**src/rtl/core/tcr_pkg.sv**
```systemverilog
// ----------------------------------------------------------------------------
// tcr_pkg
// Shared constants, types and helpers of the three-rotor letter cipher.
// ----------------------------------------------------------------------------
package tcr_pkg;

  localparam int unsigned ALPHABET_SIZE = 26;
  localparam int unsigned SYM_W = $clog2(ALPHABET_SIZE);

  typedef logic [SYM_W-1:0] sym_t;

  localparam logic CMD_CIPHER = 1'b0;
  localparam logic CMD_LOAD   = 1'b1;

  localparam logic [1:0] ROTOR_ONE   = 2'd0;
  localparam logic [1:0] ROTOR_TWO   = 2'd1;
  localparam logic [1:0] ROTOR_THREE = 2'd2;

  localparam logic [7:0] CHAR_UPPER_A = 8'd65;
  localparam logic [7:0] CHAR_UPPER_Z = 8'd90;
  localparam logic [7:0] CHAR_LOWER_A = 8'd97;
  localparam logic [7:0] CHAR_LOWER_Z = 8'd122;

  function automatic sym_t add_mod(sym_t a, sym_t b);
    logic [SYM_W:0] s;
    s = {1'b0, a} + {1'b0, b};
    if (s >= (SYM_W+1)'(ALPHABET_SIZE)) begin
      s = s - (SYM_W+1)'(ALPHABET_SIZE);
    end
    return s[SYM_W-1:0];
  endfunction

  typedef struct packed {
    logic       letter;
    logic [7:0] ch;
    logic       load_error;
    logic       write_ok;
    logic [1:0] sel;
    sym_t       index;
    sym_t       value;
    sym_t       pos2;
    sym_t       pos3;
  } stage_t;

endpackage

```
**src/rtl/core/tcr_if.sv**
```systemverilog
// ----------------------------------------------------------------------------
// tcr_if
// Valid/ready request and result channels of the three-rotor letter cipher.
// ----------------------------------------------------------------------------
interface tcr_in_if;
  logic       valid;
  logic       ready;
  logic       command;
  logic [7:0] char_in;
  logic [1:0] rotor_sel;
  logic [4:0] entry_index;
  logic [4:0] entry_value;

  modport source (output valid, command, char_in, rotor_sel, entry_index, entry_value,
                  input ready);
  modport sink (input valid, command, char_in, rotor_sel, entry_index, entry_value,
                output ready);
endinterface

interface tcr_out_if;
  logic       valid;
  logic       ready;
  logic [7:0] char_out;
  logic       load_error;

  modport source (output valid, char_out, load_error, input ready);
  modport sink (input valid, char_out, load_error, output ready);
endinterface

```
**src/rtl/core/three_rotor_letter_cipher.sv**
```systemverilog
// ----------------------------------------------------------------------------
// three_rotor_letter_cipher
// An accepted request passes the stage-one, stage-two and output registers, each
// reading one of the three rotor memories through its single port. One request
// per cycle is taken while out_o.ready does not stall the pipeline.
// Reset clears the rotor positions and empties the pipeline; the rotor tables
// are not cleared and hold undefined data until they are loaded.
// ----------------------------------------------------------------------------
module three_rotor_letter_cipher (
  input  logic clk_i,
  input  logic rst_ni,
  tcr_in_if.sink     in_i,
  tcr_out_if.source  out_o
);

  tcr_pkg::sym_t rot1_mem [tcr_pkg::ALPHABET_SIZE];
  tcr_pkg::sym_t rot2_mem [tcr_pkg::ALPHABET_SIZE];
  tcr_pkg::sym_t rot3_mem [tcr_pkg::ALPHABET_SIZE];

  tcr_pkg::sym_t r1_q, r2_q, r3_q;
  tcr_pkg::sym_t pos1_q, pos2_q, pos3_q;
  tcr_pkg::sym_t pos1_d, pos2_d, pos3_d;

  tcr_pkg::stage_t s0, s1_q, s2_q;
  logic s1_v_q, s2_v_q, out_v_q;
  logic out_letter_q, out_err_q;
  logic [7:0] out_ch_q;

  logic in_acc, adv1, adv2;
  logic is_upper, is_lower, is_letter;
  logic [7:0] base;
  tcr_pkg::sym_t v0, idx1, idx2, idx3;

  always_comb begin
    is_upper  = in_i.char_in inside {[tcr_pkg::CHAR_UPPER_A:tcr_pkg::CHAR_UPPER_Z]};
    is_lower  = in_i.char_in inside {[tcr_pkg::CHAR_LOWER_A:tcr_pkg::CHAR_LOWER_Z]};
    is_letter = (in_i.command == tcr_pkg::CMD_CIPHER) && (is_upper || is_lower);
    base      = is_upper ? tcr_pkg::CHAR_UPPER_A : tcr_pkg::CHAR_LOWER_A;
    v0        = tcr_pkg::sym_t'(in_i.char_in - base);
    idx1      = tcr_pkg::add_mod(v0, pos1_q);

    s0.letter     = is_letter;
    s0.ch         = (in_i.command == tcr_pkg::CMD_LOAD) ? 8'd0 :
                    (is_letter ? base : in_i.char_in);
    s0.load_error = (in_i.command == tcr_pkg::CMD_LOAD) &&
                    (in_i.entry_value >= 5'(tcr_pkg::ALPHABET_SIZE));
    s0.write_ok   = (in_i.command == tcr_pkg::CMD_LOAD) &&
                    (in_i.entry_value < 5'(tcr_pkg::ALPHABET_SIZE)) &&
                    (in_i.entry_index < 5'(tcr_pkg::ALPHABET_SIZE)) &&
                    (in_i.rotor_sel == tcr_pkg::ROTOR_ONE ||
                     in_i.rotor_sel == tcr_pkg::ROTOR_TWO ||
                     in_i.rotor_sel == tcr_pkg::ROTOR_THREE);
    s0.sel        = in_i.rotor_sel;
    s0.index      = in_i.entry_index;
    s0.value      = in_i.entry_value;
    s0.pos2       = pos2_q;
    s0.pos3       = pos3_q;
  end

  assign idx2 = tcr_pkg::add_mod(r1_q, s1_q.pos2);
  assign idx3 = tcr_pkg::add_mod(r2_q, s2_q.pos3);

  assign adv2       = s2_v_q && (!out_v_q || out_o.ready);
  assign adv1       = s1_v_q && (!s2_v_q || adv2);
  assign in_i.ready = !s1_v_q || adv1;
  assign in_acc     = in_i.valid && in_i.ready;

  // Each rotor is written and read by the same stage, so accesses stay in order.
  always_ff @(posedge clk_i) begin
    if (in_acc && s0.write_ok && s0.sel == tcr_pkg::ROTOR_ONE) begin
      rot1_mem[s0.index] <= s0.value;
    end
    if (in_acc && s0.letter) begin
      r1_q <= rot1_mem[idx1];
    end
  end

  always_ff @(posedge clk_i) begin
    if (adv1 && s1_q.write_ok && s1_q.sel == tcr_pkg::ROTOR_TWO) begin
      rot2_mem[s1_q.index] <= s1_q.value;
    end
    if (adv1 && s1_q.letter) begin
      r2_q <= rot2_mem[idx2];
    end
  end

  always_ff @(posedge clk_i) begin
    if (adv2 && s2_q.write_ok && s2_q.sel == tcr_pkg::ROTOR_THREE) begin
      rot3_mem[s2_q.index] <= s2_q.value;
    end
    if (adv2 && s2_q.letter) begin
      r3_q <= rot3_mem[idx3];
    end
  end

  always_comb begin
    pos1_d = pos1_q;
    pos2_d = pos2_q;
    pos3_d = pos3_q;
    if (in_acc && s0.write_ok) begin
      pos1_d = '0;
      pos2_d = '0;
      pos3_d = '0;
    end else if (in_acc && s0.letter) begin
      if (pos1_q == tcr_pkg::sym_t'(tcr_pkg::ALPHABET_SIZE - 1)) begin
        pos1_d = '0;
        if (pos2_q == tcr_pkg::sym_t'(tcr_pkg::ALPHABET_SIZE - 1)) begin
          pos2_d = '0;
          if (pos3_q == tcr_pkg::sym_t'(tcr_pkg::ALPHABET_SIZE - 1)) begin
            pos3_d = '0;
          end else begin
            pos3_d = pos3_q + 1'b1;
          end
        end else begin
          pos2_d = pos2_q + 1'b1;
        end
      end else begin
        pos1_d = pos1_q + 1'b1;
      end
    end
  end

  always_ff @(posedge clk_i or negedge rst_ni) begin
    if (!rst_ni) begin
      pos1_q  <= '0;
      pos2_q  <= '0;
      pos3_q  <= '0;
      s1_v_q  <= 1'b0;
      s2_v_q  <= 1'b0;
      out_v_q <= 1'b0;
    end else begin
      pos1_q <= pos1_d;
      pos2_q <= pos2_d;
      pos3_q <= pos3_d;
      if (in_i.ready) begin
        s1_v_q <= in_i.valid;
      end
      if (!s2_v_q || adv2) begin
        s2_v_q <= adv1;
      end
      if (!out_v_q || out_o.ready) begin
        out_v_q <= adv2;
      end
    end
  end

  always_ff @(posedge clk_i) begin
    if (in_acc) begin
      s1_q <= s0;
    end
    if (adv1) begin
      s2_q <= s1_q;
    end
    if (adv2) begin
      out_letter_q <= s2_q.letter;
      out_ch_q     <= s2_q.ch;
      out_err_q    <= s2_q.load_error;
    end
  end

  assign out_o.valid      = out_v_q;
  assign out_o.char_out   = out_ch_q + (out_letter_q ? 8'(r3_q) : 8'd0);
  assign out_o.load_error = out_err_q;

  a_pos_range: assert property (@(posedge clk_i) disable iff (!rst_ni)
    pos1_q < tcr_pkg::sym_t'(tcr_pkg::ALPHABET_SIZE) &&
    pos2_q < tcr_pkg::sym_t'(tcr_pkg::ALPHABET_SIZE) &&
    pos3_q < tcr_pkg::sym_t'(tcr_pkg::ALPHABET_SIZE))
    else $error("rotor position out of range");

  a_load_clears: assert property (@(posedge clk_i) disable iff (!rst_ni)
    (in_acc && s0.write_ok) |=> (pos1_q == '0 && pos2_q == '0 && pos3_q == '0))
    else $error("good load did not clear the rotor positions");

  a_step: assert property (@(posedge clk_i) disable iff (!rst_ni)
    (in_acc && s0.letter && pos1_q != tcr_pkg::sym_t'(tcr_pkg::ALPHABET_SIZE - 1))
    |=> (pos1_q == $past(pos1_q) + 1'b1 && $stable(pos2_q) && $stable(pos3_q)))
    else $error("rotor position did not step after a letter");

  a_err_zero: assert property (@(posedge clk_i) disable iff (!rst_ni)
    (out_o.valid && out_o.load_error) |-> (out_o.char_out == 8'd0))
    else $error("rejected load returned a nonzero character");

endmodule

```
**src/flat_wrapper.sv**
```systemverilog
// flat-port wrapper written by rule: the top's interface ports become plain ports
module three_rotor_letter_cipher_flat 
  (clk_i, rst_ni, in_i_valid, in_i_command, in_i_char_in, in_i_rotor_sel, in_i_entry_index, in_i_entry_value, in_i_ready, out_o_valid, out_o_char_out, out_o_load_error, out_o_ready);
  tcr_in_if in_i_i ();
  tcr_out_if out_o_i ();
  input  logic clk_i;
  input  logic rst_ni;
  input wire logic [$bits(in_i_i.valid)-1:0] in_i_valid;
  input wire logic [$bits(in_i_i.command)-1:0] in_i_command;
  input wire logic [$bits(in_i_i.char_in)-1:0] in_i_char_in;
  input wire logic [$bits(in_i_i.rotor_sel)-1:0] in_i_rotor_sel;
  input wire logic [$bits(in_i_i.entry_index)-1:0] in_i_entry_index;
  input wire logic [$bits(in_i_i.entry_value)-1:0] in_i_entry_value;
  output wire logic [$bits(in_i_i.ready)-1:0] in_i_ready;
  output wire logic [$bits(out_o_i.valid)-1:0] out_o_valid;
  output wire logic [$bits(out_o_i.char_out)-1:0] out_o_char_out;
  output wire logic [$bits(out_o_i.load_error)-1:0] out_o_load_error;
  input wire logic [$bits(out_o_i.ready)-1:0] out_o_ready;
  assign in_i_i.valid = in_i_valid;
  assign in_i_i.command = in_i_command;
  assign in_i_i.char_in = in_i_char_in;
  assign in_i_i.rotor_sel = in_i_rotor_sel;
  assign in_i_i.entry_index = in_i_entry_index;
  assign in_i_i.entry_value = in_i_entry_value;
  assign in_i_ready = in_i_i.ready;
  assign out_o_valid = out_o_i.valid;
  assign out_o_char_out = out_o_i.char_out;
  assign out_o_load_error = out_o_i.load_error;
  assign out_o_i.ready = out_o_ready;
  three_rotor_letter_cipher u_core (.clk_i(clk_i), .rst_ni(rst_ni), .in_i(in_i_i), .out_o(out_o_i));
endmodule
```
**config.mk**
```make
export PLATFORM = sky130hd
export DESIGN_NAME = three_rotor_letter_cipher_flat
export DESIGN_NICKNAME = d
export VERILOG_FILES = /design/src/rtl/core/tcr_pkg.sv /design/src/rtl/core/tcr_if.sv /design/src/rtl/core/three_rotor_letter_cipher.sv /design/src/flat_wrapper.sv
export SDC_FILE = /design/constraint.sdc
export NUM_CORES = 1
export LEC_CHECK = 0
export BUFFER_PORTS_ARGS = -buffer_cell sky130_fd_sc_hd__buf_2
export CELL_PAD_IN_SITES_DETAIL_PLACEMENT = 0
export CELL_PAD_IN_SITES_GLOBAL_PLACEMENT = 1
export CORE_UTILIZATION = 38
export CTS_CLUSTER_DIAMETER = 50
export DETAILED_ROUTE_END_ITERATION = 10
export PLACE_DENSITY = 0.56
export SETUP_SLACK_MARGIN = 0.1
export SLEW_MARGIN = 10
export SYNTH_ARGS = -nofsm -noshare
export SYNTH_HDL_FRONTEND = slang
export SYNTH_SLANG_ARGS = --single-unit
```
**constraint.sdc**
```tcl
create_clock -name clk_i -period 4.3 [get_ports clk_i]
set_clock_uncertainty 0.15 [all_clocks]
set_input_delay 0.645 -clock clk_i [delete_from_list [all_inputs] [get_ports clk_i]]
set_output_delay 0.645 -clock clk_i [all_outputs]
set_load 0.01 [all_outputs]
```
== Word level (Yosys, flattened, before mapping) ==
Memories as Yosys holds them, arrays and structs flattened. A register that Yosys moved wholly into a read port is not among the register bits.
Index checks and enable logic that the tools add are counted.
Storage, ports and cells
  register bits after elaboration: 89
  RAM bits: 390
  input port bits: 25
  output and inout bits: 11
  logic and storage cells: 116
  memories: 3
Memory list
  u_core.rot1_mem: words 26, width 5, rd ports 1, clocked after Yosys merged registers in 1, write ports 1, line three_rotor_letter_cipher.sv:16  | tcr_pkg::sym_t rot1_mem [tcr_pkg::ALPHABET_SIZE];
  u_core.rot2_mem: words 26, width 5, rd ports 1, clocked after Yosys merged registers in 1, write ports 1, line three_rotor_letter_cipher.sv:17  | tcr_pkg::sym_t rot2_mem [tcr_pkg::ALPHABET_SIZE];
  u_core.rot3_mem: words 26, width 5, rd ports 1, clocked after Yosys merged registers in 1, write ports 1, line three_rotor_letter_cipher.sv:18  | tcr_pkg::sym_t rot3_mem [tcr_pkg::ALPHABET_SIZE];
Cells by class
  $add $sub $neg: 11
  magnitude comparators: 10
  equality and inequality tests: 7
  multiplexer cells: 24
  bitwise logic cells: 1
  reduce and logical (&&, ||, !) cells: 34
Operators with widths (number)
  2-to-1 mux 5 bit: 16
  logical AND 1 bit: 19
  adder 5 x 5 -> 6 bit: 3
  greater-or-equal comparator 6 x 5 -> 1 bit, second input constant: 3
  greater-or-equal comparator 8 x 7 -> 1 bit, second input constant: 2
  less-or-equal comparator 8 x 7 -> 1 bit, second input constant: 2
  adder 5 x 1 -> 5 bit, second input constant: 3
  equality test 5 bit, second input constant: 3
  subtractor 5 bit, second input constant: 3
  < comparator 5 bit, second input constant: 2
  adder 8 bit: 1
  2-to-1 mux 8 bit: 1
  logical OR 1 bit: 6
  2-to-1 mux 1 bit: 6
  2-to-1 mux 6 bit: 1
  nonzero test 2 bit: 3
  greater-or-equal comparator 5 bit, second input constant: 1
  subtractor 5 bit: 1
  equality test 2 x 1 -> 1 bit, second input constant: 2
  equality test 2 bit, second input constant: 2
  zero test 1 bit: 3
  AND reduction 3 bit: 1
  zero test 2 bit: 1
  AND reduction 2 bit: 1
  inverter 1 bit: 1

== Logic depth before layout (Yosys ltp) ==
Gate-level depths: netlist (run 1).
  word-level depth: 11
  mapped depth: 18
  mapped depth without buffers: 14

== Least setup slack after synthesis (run 1) ==
OpenSTA, ideal clock, no wires.
  path kind: input -> register
  from: in in_i_char_in[0]
  to: reg u_core.r1_q[0], read port of u_core.rot1_mem, data pin
  setup time: 0.267 ns
  data arrival time: 3.616 ns
  data required time: 3.883 ns
  path slack: 0.267 ns
  stages: 15
  path buffers: 3
  path through: inv_1 ha_1 nor3b_1 xor2_1 ha_1 or3_1 o22a_1 a211o_1 a32oi_2 buf_6 buf_6 buf_2 mux4_2 o21ai_0 o211ai_2
Between the ends
  word-level cells in the longest chain between the ends: 5
  elaborated cells on any way between the ends: 14
  classes of those cells: 3 x add/sub; 5 x order compare; 1 x mux; 5 x reduce/logical
Ends and longest elaborated chain
  start: declaration: line flat_wrapper.sv:10  | input wire logic [$bits(in_i_i.char_in)-1:0] in_i_char_in;
  branches (longest 5 deep; another with adder 5 x 5 -> 6 bit)
  end: declaration: line three_rotor_letter_cipher.sv:20  | tcr_pkg::sym_t r1_q, r2_q, r3_q;
Several ways; the timed one is not identified.
A chain may end at the register's enable or synchronous reset.

== Worst setup path in the final report (run 1) ==
  from: reg u_core.r1_q[0], read port of u_core.rot1_mem
  to: reg u_core.r2_q[1], read port of u_core.rot2_mem, data pin
Between the ends
  word-level cells in the longest chain between the ends: 3
  elaborated cells on any way between the ends: 4
  classes of those cells: 2 x add/sub; 1 x order compare; 1 x mux
Ends and longest elaborated chain
  adder 5 x 5 -> 6 bit *: line tcr_pkg.sv:26  | s = {1'b0, a} + {1'b0, b};
  subtractor 5 bit or greater-or-equal comparator 6 x 5 -> 1 bit (tied branches): line tcr_pkg.sv:28, tcr_pkg.sv:27
  2-to-1 mux 5 bit *: line tcr_pkg.sv:27  | if (s >= (SYM_W+1)'(ALPHABET_SIZE)) begin
  end: declaration: line three_rotor_letter_cipher.sv:20
Every way passes the cells marked *; elsewhere a longest branch is shown, timed or not.

==> qor.yml, run 1 <==
run_status:
  status: "finished clean"
power_and_ir_drop:
  irDropWorstVdd_mv: 0.363
  p_leak_nw: 8.19
  power_density_mw_per_mm2: 676
timing:
  setup_viol: 0
  min_period_ns: 3.89
  post-route-period-util_pct: 90.6
  maxSlewViolCount: 0
  worst_pin_slew_ns: 1.04
  fmax_ghz: 0.257
  rsz0062_at_grt: "no"
  hold_viol_final: 0
  slew-limit-headroom_pct: 30.5
  tns_ns: 0
clock_network:
  cts.clk_slew.worst_paths_ns: 0.06
  cts_max_level: 2
  cts_setup_buffers: 0
  clk_latency_ns: 0.62
  cts_root_buf: "clkbuf_16"
  cts_tree: "yes"
  cts_buffer_depth: 3
  cts.sinks: 494
  postCtsHoldBufs: 1
  cts_resized: 0
  cts-buffers-inserted: 58
floorplanning:
  start_util_pct: 38.6
  core_area_sq_mm: 0.0539
  dieHeight_um: 236
  rows: 85
  die_area_sq_mm: 0.0557
  die_w_um: 236
  io_pins: 36
routing:
  first_pass_iters: 5
  vias_per_cell: 5.19
  drtIter0Drc: 590
  drt-wirelength-per-cell_um: 21.5
  ant_nets: 0
  drcViolationCount: 0
  vias: 10900
  wl_um: 45100
synth:
  yosys_warnings: 0
  synth_top_area_share_pct: 68.7
  synth-main-ff-cell: "edfxtp_1"
  yosysSeqAreaShare_pct: 70.9
  synth.area.top_cells: "edfxtp_1, mux4_2, mux2i_1"
  synth_cell_types: 71
  synthesis.instances: 1259
  synthTopCellsByCount: "edfxtp_1, nor2_1, mux2i_1"
  async_flop_share_pct: 3.64
  synth.most_common_cell: "edfxtp_1"
  synth.avg_cell_area_sq_um: 16.5
  syn_nets: 1320
  synth_edf_count: 476
  synth_top_area_cell: "edfxtp_1"
  synth-seq-cells: 494
  syn_area_sq_mm: 0.0208
worst_setup_path:
  critPathArrivalTime_ns: 4.05
  path_class: "flop to flop"
  crit_required_ns: 4.45
  cp-startpoint: "u_core.r1_q[0]"
  start_kind: "flop"
  path_max_fanout: 35
  r2r_start: "u_core.r1_q[0]"
  crit_path_end_kind: "flop"
  r2r.worst_path.cells: 14
job:
  max_cap_viol_count: 0
place:
  place.gp.congestion: 0.781
  place_hpwl_um: 30200
  dp_cells: 1989
  portBuffers: 35
finish:
  antenna_cells: 0
  drive_gt1_share_pct: 17.5
  area_growth_pct: 14.8
  instances_no_fill: 2097
  layout.nets: 1415
worst_hold_path:
  min_path_cells: 1
  hp-class: "primary input to flop"
  min_from: "in_i_rotor_sel[0]"
grt:
  grt_pass1_wl_um: 68900
  overflow: 0
  grt_pass1_vias: 11300
  grt.total_usage_pct: 16.4
  grt_max_degree: 36
  antenna_found_initial: 0
layout by cell type, fill, tap and decap left out, drive strengths merged, types with 8 or more instances in the layout:
| cell | Yosys | layout |
|---|---|---|
| xor2 | 14 | 14 |
| edfxtp | 476 | 476 |
| mux4 | 56 | 56 |
| a221oi | 19 | 19 |
| o211ai | 13 | 13 |
| and2 | 9 | 9 |
| nand2b | 22 | 22 |
| nand3b | 9 | 9 |
| and3 | 8 | 8 |
| buf | 25 | 72 |
| nor2 | 121 | 121 |
| nand4b | 8 | 8 |
| nand2 | 67 | 67 |
| nor3 | 10 | 10 |
| o21ai | 27 | 27 |
| xnor2 | 12 | 12 |
| mux2i | 97 | 97 |
| clkinv | 0 | 24 |
| inv | 30 | 38 |
| nand3 | 26 | 26 |
| clkbuf | 13 | 66 |
| a21oi | 45 | 45 |
| dfrtp | 18 | 18 |
| ha | 32 | 32 |
| a22oi | 10 | 10 |
path summary, 6_finish.rpt:
| kind | slack, ns | end |
|---|---|---|
| worst max register to register | 0.41 | u_core.r2_q[1] |
| max in group asynchronous | 3.28 | u_core.pos3_q[3] |
| min in group asynchronous | 0.37 | u_core.s1_v_q |
| worst min-delay path | 0.1 | u_core.s1_q[20] |
| worst max-delay path | 0.41 | u_core.r2_q[1] |
| worst min register to register | 0.27 | u_core.out_ch_q[5] |
registers in the layout (all words and copies together) (netlist names):
name                     count
u_core.pos3_q                5
u_core.pos2_q                5
u_core.rot1_mem            130
u_core.out_o.load_error      1
u_core.rot2_mem            130
u_core.s2_q                 28
u_core.s1_v_q                1
u_core.rot3_mem            130
u_core.out_ch_q              8
u_core.out_letter_q          1
u_core.r2_q                  5
u_core.r3_q                  5
u_core.r1_q                  5
u_core.s1_q                 33
u_core.out_o.valid           1
u_core.pos1_q                5
u_core.s2_v_q                1
worst max-delay path, stage by stage (launching register included):
cell and delay (ns):
edfxtp_1 0.37, ha_1 0.19, inv_1 0.06, fa_1 0.39, nand2b_1 0.16, a21oi_1 0.15
xor2_1 0.38, nand2_1 0.17, a311oi_4 0.32, buf_12 0.29, buf_4 0.29, mux2i_1 0.24
a221oi_1 0.11, nand2_1 0.14, nand4_1 0.16
stage by stage:
step | setup slack, ns | utilization [%] | total power [W] | hold WS, ns | instance area [sq um]
2_1_floorplan | 0.267 | - | 0.00992 | 0.199 | 20800
6_report | 0.405 | 44.3 | 0.0161 | 0.0997 | 23900
3_5_place_dp | 0.00203 | 40.8 | 0.0116 | 0.255 | 22000
3_3_place_gp | 0.0889 | 40.8 | 0.0116 | 0.254 | 22000
5_1_grt | 0.114 | 44.3 | 0.0170 | 0.0711 | 23900
4_1_cts | 0.345 | 44.3 | 0.0164 | 0.0620 | 23900
routing by layer:
layer  wire (um)  up-vias  global-route usage (%)
li1            -     5150                       -
met1       20400     5485                    22.2
met2       22200      186                    27.3
met3        1610       63                    2.42
met4         982        0                    5.27
met5           0        -                       0
report_power, final:
part	switching (W)	total [W]	leakage, nW	internal (W)
clock	0.00199	0.00474	0.902	0.00275
combinational	0.00313	0.00570	2.72	0.00256
sequential	0.000152	0.00571	4.57	0.00555
logic make-up (layout without fill, tap and decap cells):
kind of cell | after synthesis | after routing | share of synthesized area (%)
compound gates | 161 | 161 | 5.47
simple gates | 315 | 315 | 7.32
xor+xnor | 26 | 26 | 1.17
flops | 494 | 494 | 70.9
buf+inv | 68 | 210 | 1.71
fa+ha+maj | 36 | 36 | 2.31
mux | 159 | 159 | 11.1
layout make-up:
cell class                      instances  area (sq um)
Timing Repair Buffer                   73           538
Sequential cell                       494         14700
Fill cell                            4687         30100
Clock buffer                           66          1480
Tap cell                              696           871
Multi-Input combinational cell        697          5740
Clock inverter                         41           388
Inverter                               30           113
No activity file was read; power rests on OpenSTA's default activity.
==> run 2: changes to the inputs <==
--- a/config.mk
+++ b/config.mk
@@ -8,11 +8,12 @@
 export BUFFER_PORTS_ARGS = -buffer_cell sky130_fd_sc_hd__buf_2
 export CELL_PAD_IN_SITES_DETAIL_PLACEMENT = 0
 export CELL_PAD_IN_SITES_GLOBAL_PLACEMENT = 1
-export CORE_UTILIZATION = 38
+export CORE_UTILIZATION = 50
 export CTS_CLUSTER_DIAMETER = 50
 export DETAILED_ROUTE_END_ITERATION = 10
-export PLACE_DENSITY = 0.56
+export PLACE_DENSITY = 0.71
 export SETUP_SLACK_MARGIN = 0.1
+export SKIP_CTS_REPAIR_TIMING = 1
 export SLEW_MARGIN = 10
 export SYNTH_ARGS = -nofsm -noshare
 export SYNTH_HDL_FRONTEND = slang
==> qor.yml, run 2 (synthesis gave the netlist of run 1 again) <==
worst_setup_path:
  r2r_start: "u_core.r1_q[0]"
  crit_path_end_kind: "flop"
  critPathArrivalTime_ns: 4.07  # +0.02 ns
  r2r.worst_path.cells: 14  # unchanged
  crit_required_ns: 4.43  # -0.02 ns
  r2r_end: "u_core.r2_q[4]"
  path_class: "flop to flop"
  rrSetupSlack_ns: 0.36  # -0.05 ns
  start_kind: "flop"
  path_max_fanout: 30  # -14%
place:
  portBuffers: 35  # unchanged
  postPlaceCellArea_sq_mm: 0.0217  # -1.3%
  dp_slack_ns: 0.0441  # +0.0421 ns
  place_hpwl_um: 28300  # -6.4%
  place.gp.congestion: 0.831  # +6.4%
routing:
  vias: 11000  # +0.96%
  vias_per_cell: 5.74  # +11%
  wl_um: 42500  # -5.8%
  drtIter0Drc: 716  # +21%
  drt-wirelength-per-cell_um: 22.2  # +3.1%
  first_pass_iters: 5  # unchanged
  drcViolationCount: 0  # unchanged
  ant_nets: 0  # unchanged
clock_network:
  cts_buffer_depth: 3  # unchanged
  clk_latency_ns: 0.59  # -0.03 ns
  cts.clk_slew.worst_paths_ns: 0.07  # about the same
  cts_tree: "yes"
  cts_root_buf: "clkbuf_16"
  cts_max_level: 2  # unchanged
  cts-buffers-inserted: 52  # -10%
  cts.sinks: 494  # unchanged
floorplanning:
  io_pins: 36  # unchanged
  die_area_sq_mm: 0.0424  # -24%
  dieHeight_um: 206  # -13%
  rows: 74  # -13%
  core_area_sq_mm: 0.0409  # -24%
  die_w_um: 206  # -13%
  start_util_pct: 50.8  # +12 points
finish:
  antenna_cells: 0  # unchanged
  area_growth_pct: 12.5
  mostFrequentLayoutCell: "edfxtp_1"
  post-route-cell-area_sq_mm: 0.0234  # -1.9%
  mostFrequentLayoutCells: "edfxtp_1, nor2_1, mux2i_1, nand2_1, clkbuf_16"
  reg_top3: "u_core.rot1_mem x130, u_core.rot2_mem x130, u_core.rot3_mem x130"
  drive_gt1_share_pct: 16.3  # -1.2 points
  layout.nets: 1403  # -0.85%
timing:
  fmax_ghz: 0.254  # -1.2%
  maxSlewViolCount: 0  # unchanged
  rsz0062_at_grt: "no"
  setup_viol: 0  # unchanged
  post-route-period-util_pct: 91.6  # +1.1 points
  slew-limit-headroom_pct: 28.5  # -2.0 points
  finalWorstSetupSlack_ns: 0.359  # -0.0459 ns
  worst_pin_slew_ns: 1.07  # +0.0295 ns
  hold_viol_final: 0  # unchanged
  holdWs_ns: 0.113  # +0.0136 ns
  min_period_ns: 3.94  # +0.0459 ns
  tns_ns: 0  # unchanged
worst_hold_path:
  min_path_cells: 2  # +1
  min_from: "in_i_valid"
  hp-class: "primary input to flop"
  holdPathEnd: "u_core.s1_v_q"
power_and_ir_drop:
  power_w: 0.0157  # -2.9%
  irDropWorstVdd_mv: 0.408  # +12%
  p_leak_nw: 8.08  # -1.3%
  power_density_mw_per_mm2: 670  # -0.94%
grt:
  grt_max_degree: 34  # -5.6%
  overflow: 0  # unchanged
  antenna_found_initial: 0  # unchanged
  grt_pass1_vias: 11100  # -2.1%
  grt.total_usage_pct: 20.6  # +4.2 points
  grt_pass1_wl_um: 64700  # -6.1%
job:
  max_cap_viol_count: 0  # unchanged
run_status:
  status: "finished clean"
-- run 2: cell type report --
cell class / instances / area [sq um]
Inverter: 30 / 113
Multi-Input combinational cell: 697 / 5740
Sequential cell: 494 / 14700
Clock buffer: 61 / 1360
Timing Repair Buffer: 67 / 455
Clock inverter: 34 / 329
Tap cell: 532 / 666
Fill cell: 3217 / 17500
-- run 2: where the power goes --
group	leakage, nW	internal [W]	switching [W]
registers	4.57	0.00555	0.000146
logic	2.68	0.00247	0.00309
clock network	0.831	0.00262	0.00181
total	8.08	0.0106	0.00505
-- run 2: stage by stage --
step	cells	util (%)
finish	1915	57.2
global route	1915	57.2
CTS	1914	57.2
detailed placement	1819	53.0
global placement	1819	53.0
floorplan	1259	-
-- run 2: worst max path at each step --
| stage | startpoint | to | slack (ns) |
|---|---|---|---|
| 6_report | u_core.r1_q[0] | u_core.r2_q[4] | 0.36 |
| 5_1_grt | u_core.r1_q[0] | u_core.r2_q[4] | 0.19 |
| 4_1_cts | u_core.r1_q[0] | u_core.r2_q[4] | 0.29 |
| 3_5_place_dp | in_i_char_in[1] | u_core.r1_q[3] | 0.04 |
| 3_3_place_gp | in_i_char_in[1] | u_core.r1_q[3] | 0.08 |
| 2_1_floorplan | in_i_char_in[0] | u_core.r1_q[0] | 0.27 |
-- run 2: metal layers --
metal / up-vias / global-route usage (%) / share of wire, %
met5: - / 0 / 0
met4: 0 / 5.57 / 1.9
met3: 55 / 3.52 / 5.1
met2: 263 / 34.3 / 49
met1: 5554 / 28.1 / 44
li1: 5117 / - / -
-- run 2: critical path, stage by stage, from the launching register on --
cell and delay [ns]:
edfxtp_1 0.36, ha_1 0.17, inv_1 0.05, fa_1 0.39, nand2b_1 0.16, a21oi_1 0.21
xor2_2 0.28, nand2_1 0.14, a311oi_4 0.35, buf_12 0.27, buf_4 0.27, mux2i_1 0.24
a221oi_1 0.12, o21ai_0 0.19, nand4_1 0.24
==> run 3: changes to the inputs <==
--- a/config.mk
+++ b/config.mk
@@ -8,6 +8,7 @@
 export BUFFER_PORTS_ARGS = -buffer_cell sky130_fd_sc_hd__buf_2
 export CELL_PAD_IN_SITES_DETAIL_PLACEMENT = 0
 export CELL_PAD_IN_SITES_GLOBAL_PLACEMENT = 1
+export CORE_ASPECT_RATIO = 0.7
 export CORE_UTILIZATION = 50
 export CTS_CLUSTER_DIAMETER = 50
 export DETAILED_ROUTE_END_ITERATION = 10
==> qor.yml, run 3 (synthesis gave the netlist of run 1 again) <==
run_status:
  status: "finished clean"
clock_network:
  cts_max_level: 2  # unchanged
  cts-buffers-inserted: 48  # -7.7%
  cts_tree: "yes"
  cts_buffer_depth: 3  # unchanged
  cts_root_buf: "clkbuf_16"
  cts.clk_slew.worst_paths_ns: 0.06  # about the same
  cts.sinks: 494  # unchanged
  clk_latency_ns: 0.58  # about the same
timing:
  maxSlewViolCount: 0  # unchanged
  worst_pin_slew_ns: 0.995  # -0.0772 ns
  hold_viol_final: 0  # unchanged
  tns_ns: 0  # unchanged
  min_period_ns: 3.98  # +0.0389 ns
  post-route-period-util_pct: 92.5  # +0.90 points
  setup_viol: 0  # unchanged
  slew-limit-headroom_pct: 33.7  # +5.1 points
  rsz0062_at_grt: "no"
  fmax_ghz: 0.251  # -0.98%
  holdWs_ns: 0.149  # +0.0357 ns
worst_setup_path:
  start_kind: "flop"
  slowest_stage: "fa_1"
  path_class: "flop to flop"
  critPathBufInv: 2  # -1
  cpPeakStageDelay_ns: 0.39  # about the same
  critPathArrivalTime_ns: 4.14  # +0.07 ns
  crit_required_ns: 4.46  # +0.03 ns
  path_delay_family: "compound AO/OA/AOI/OAI gates"
  crit_path_end_kind: "flop"
  path_cells: "ha_2 -> inv_1 -> fa_1 -> nand2b_1 -> a21oi_1 -> xnor2_1 -> o221ai_4 -> xnor2_2 -> buf_4 -> mux4_2 -> mux2i_1 -> nor2_1 -> a2111o_1"
  path_max_fanout: 13  # -57%
routing:
  ant_nets: 0  # unchanged
  drtIter0Drc: 1086  # +52%
  first_pass_iters: 8  # +3
  vias_per_cell: 5.80  # +0.99%
  drt-wirelength-per-cell_um: 23.1  # +4.2%
  vias: 11200  # +1.6%
  drcViolationCount: 0  # unchanged
  wl_um: 44500  # +4.8%
finish:
  mostFrequentLayoutCell: "edfxtp_1"
  drive_gt1_share_pct: 16.6  # +0.36 points
  area_growth_pct: 12.8
  n_fill_cell: 3128  # -2.8%
  mostFrequentLayoutCells: "edfxtp_1, nor2_1, mux2i_1, nand2_1, mux4_2"
  layout.nets: 1404  # +0.071%
  reg_top3: "u_core.rot1_mem x130, u_core.rot2_mem x130, u_core.rot3_mem x130"
  antenna_cells: 0  # unchanged
  instances_no_fill: 1927  # +0.63%
power_and_ir_drop:
  p_leak_nw: 8.08  # about the same
  power_density_mw_per_mm2: 678  # +1.1%
  irDropWorstVdd_mv: 0.463  # +14%
grt:
  antenna_found_initial: 0  # unchanged
  grt_pass1_vias: 10700  # -3.6%
  grt.total_usage_pct: 21.4  # +0.79 points
  grt_pass1_wl_um: 67600  # +4.5%
  grt_max_degree: 34  # unchanged
  overflow: 0  # unchanged
floorplanning:
  io_pins: 36  # unchanged
  die_w_um: 246  # +19%
  core_area_sq_mm: 0.0410  # +0.28%
  die_area_sq_mm: 0.0424  # about the same
  dieHeight_um: 173  # -16%
  rows: 62  # -16%
  start_util_pct: 50.7  # -0.14 points
worst_hold_path:
  hp-class: "primary input to flop"
place:
  dp_cells: 1836  # +0.93%
  place_hpwl_um: 30400  # +7.5%
  place.gp.congestion: 0.878  # +5.7%
  portBuffers: 35  # unchanged
job:
  max_cap_viol_count: 0  # unchanged
-- run 3: cell count changes in the layout (fill, tap and decap cells not counted) --
cell	change
clkinv_1	-6
buf_4	+4
clkbuf_16	-4
bufinv_16	+3
clkinv_2	-3
clkinvlp_4	+3
buf_6	+1
clkbuf_1	+1
clkinv_4	+1
clkinv_8	+1
inv_8	-1
-- run 3: worst register-to-register path: cells and delay by family (launching register included) --
| family | cells | cell delay [ns] |
|---|---|---|
| simple gates | 2 | 0.24 |
| buf+inv | 2 | 0.31 |
| fa+ha+maj | 2 | 0.58 |
| flops | 1 | 0.36 |
| xor+xnor | 2 | 0.48 |
| mux | 2 | 0.68 |
| compound gates | 3 | 0.91 |
-- run 3: report_power, final --
group          leakage [nW]  internal [W]  switching (W)  total (W)
sequential             4.57       0.00555       0.000150    0.00570
combinational          2.70       0.00252        0.00323    0.00574
clock                 0.810       0.00265        0.00180    0.00445
total                  8.08        0.0107        0.00518     0.0159
-- run 3: worst paths after layout --
path	to	startpoint	slack (ns)	cells after the start
worst max register to register	u_core.r3_q[3]	u_core.r2_q[0]	0.32	13
worst min-delay path	u_core.s1_v_q	in_i_valid	0.15	2
worst min register to register	u_core.s2_q[27]	u_core.s1_q[27]	0.27	0
worst max-delay path	u_core.r3_q[3]	u_core.r2_q[0]	0.32	13
max in group asynchronous	u_core.pos2_q[3]	rst_ni	3.24	2
min in group asynchronous	u_core.s1_v_q	rst_ni	0.42	2
-- run 3: metal layers --
metal | global-route usage [%] | wire, um
met5 | 0.905 | 51
met4 | 4.97 | 751
met2 | 27.2 | 17800
met1 | 36.7 | 22700
met3 | 4.56 | 3170
-- run 3: area by class of cell --
cell class | instances | area [sq um] | area share (%)
flip-flops and latches | 494 | 14700 | 62.9
multi-input cells | 697 | 5740 | 24.5
clock buffers | 58 | 1260 | 5.37
well taps | 544 | 681 | 2.90
repair buffers | 72 | 497 | 2.12
clock inverters | 32 | 418 | 1.78
inverters | 30 | 113 | 0.480
-- run 3: metrics by stage --
| stage | utilization (%) | setup WS, ns | power [W] | area, sq um |
|---|---|---|---|---|
| after floorplan | - | 0.267 | 0.00992 | 20800 |
| after global placement | 53.0 | 0.0862 | 0.0114 | 21800 |
| after detailed placement | 53.0 | 0.0343 | 0.0115 | 21800 |
| after CTS | 57.1 | 0.275 | 0.0159 | 23400 |
| after global routing | 57.2 | 0.109 | 0.0166 | 23500 |
| final | 57.2 | 0.320 | 0.0159 | 23500 |
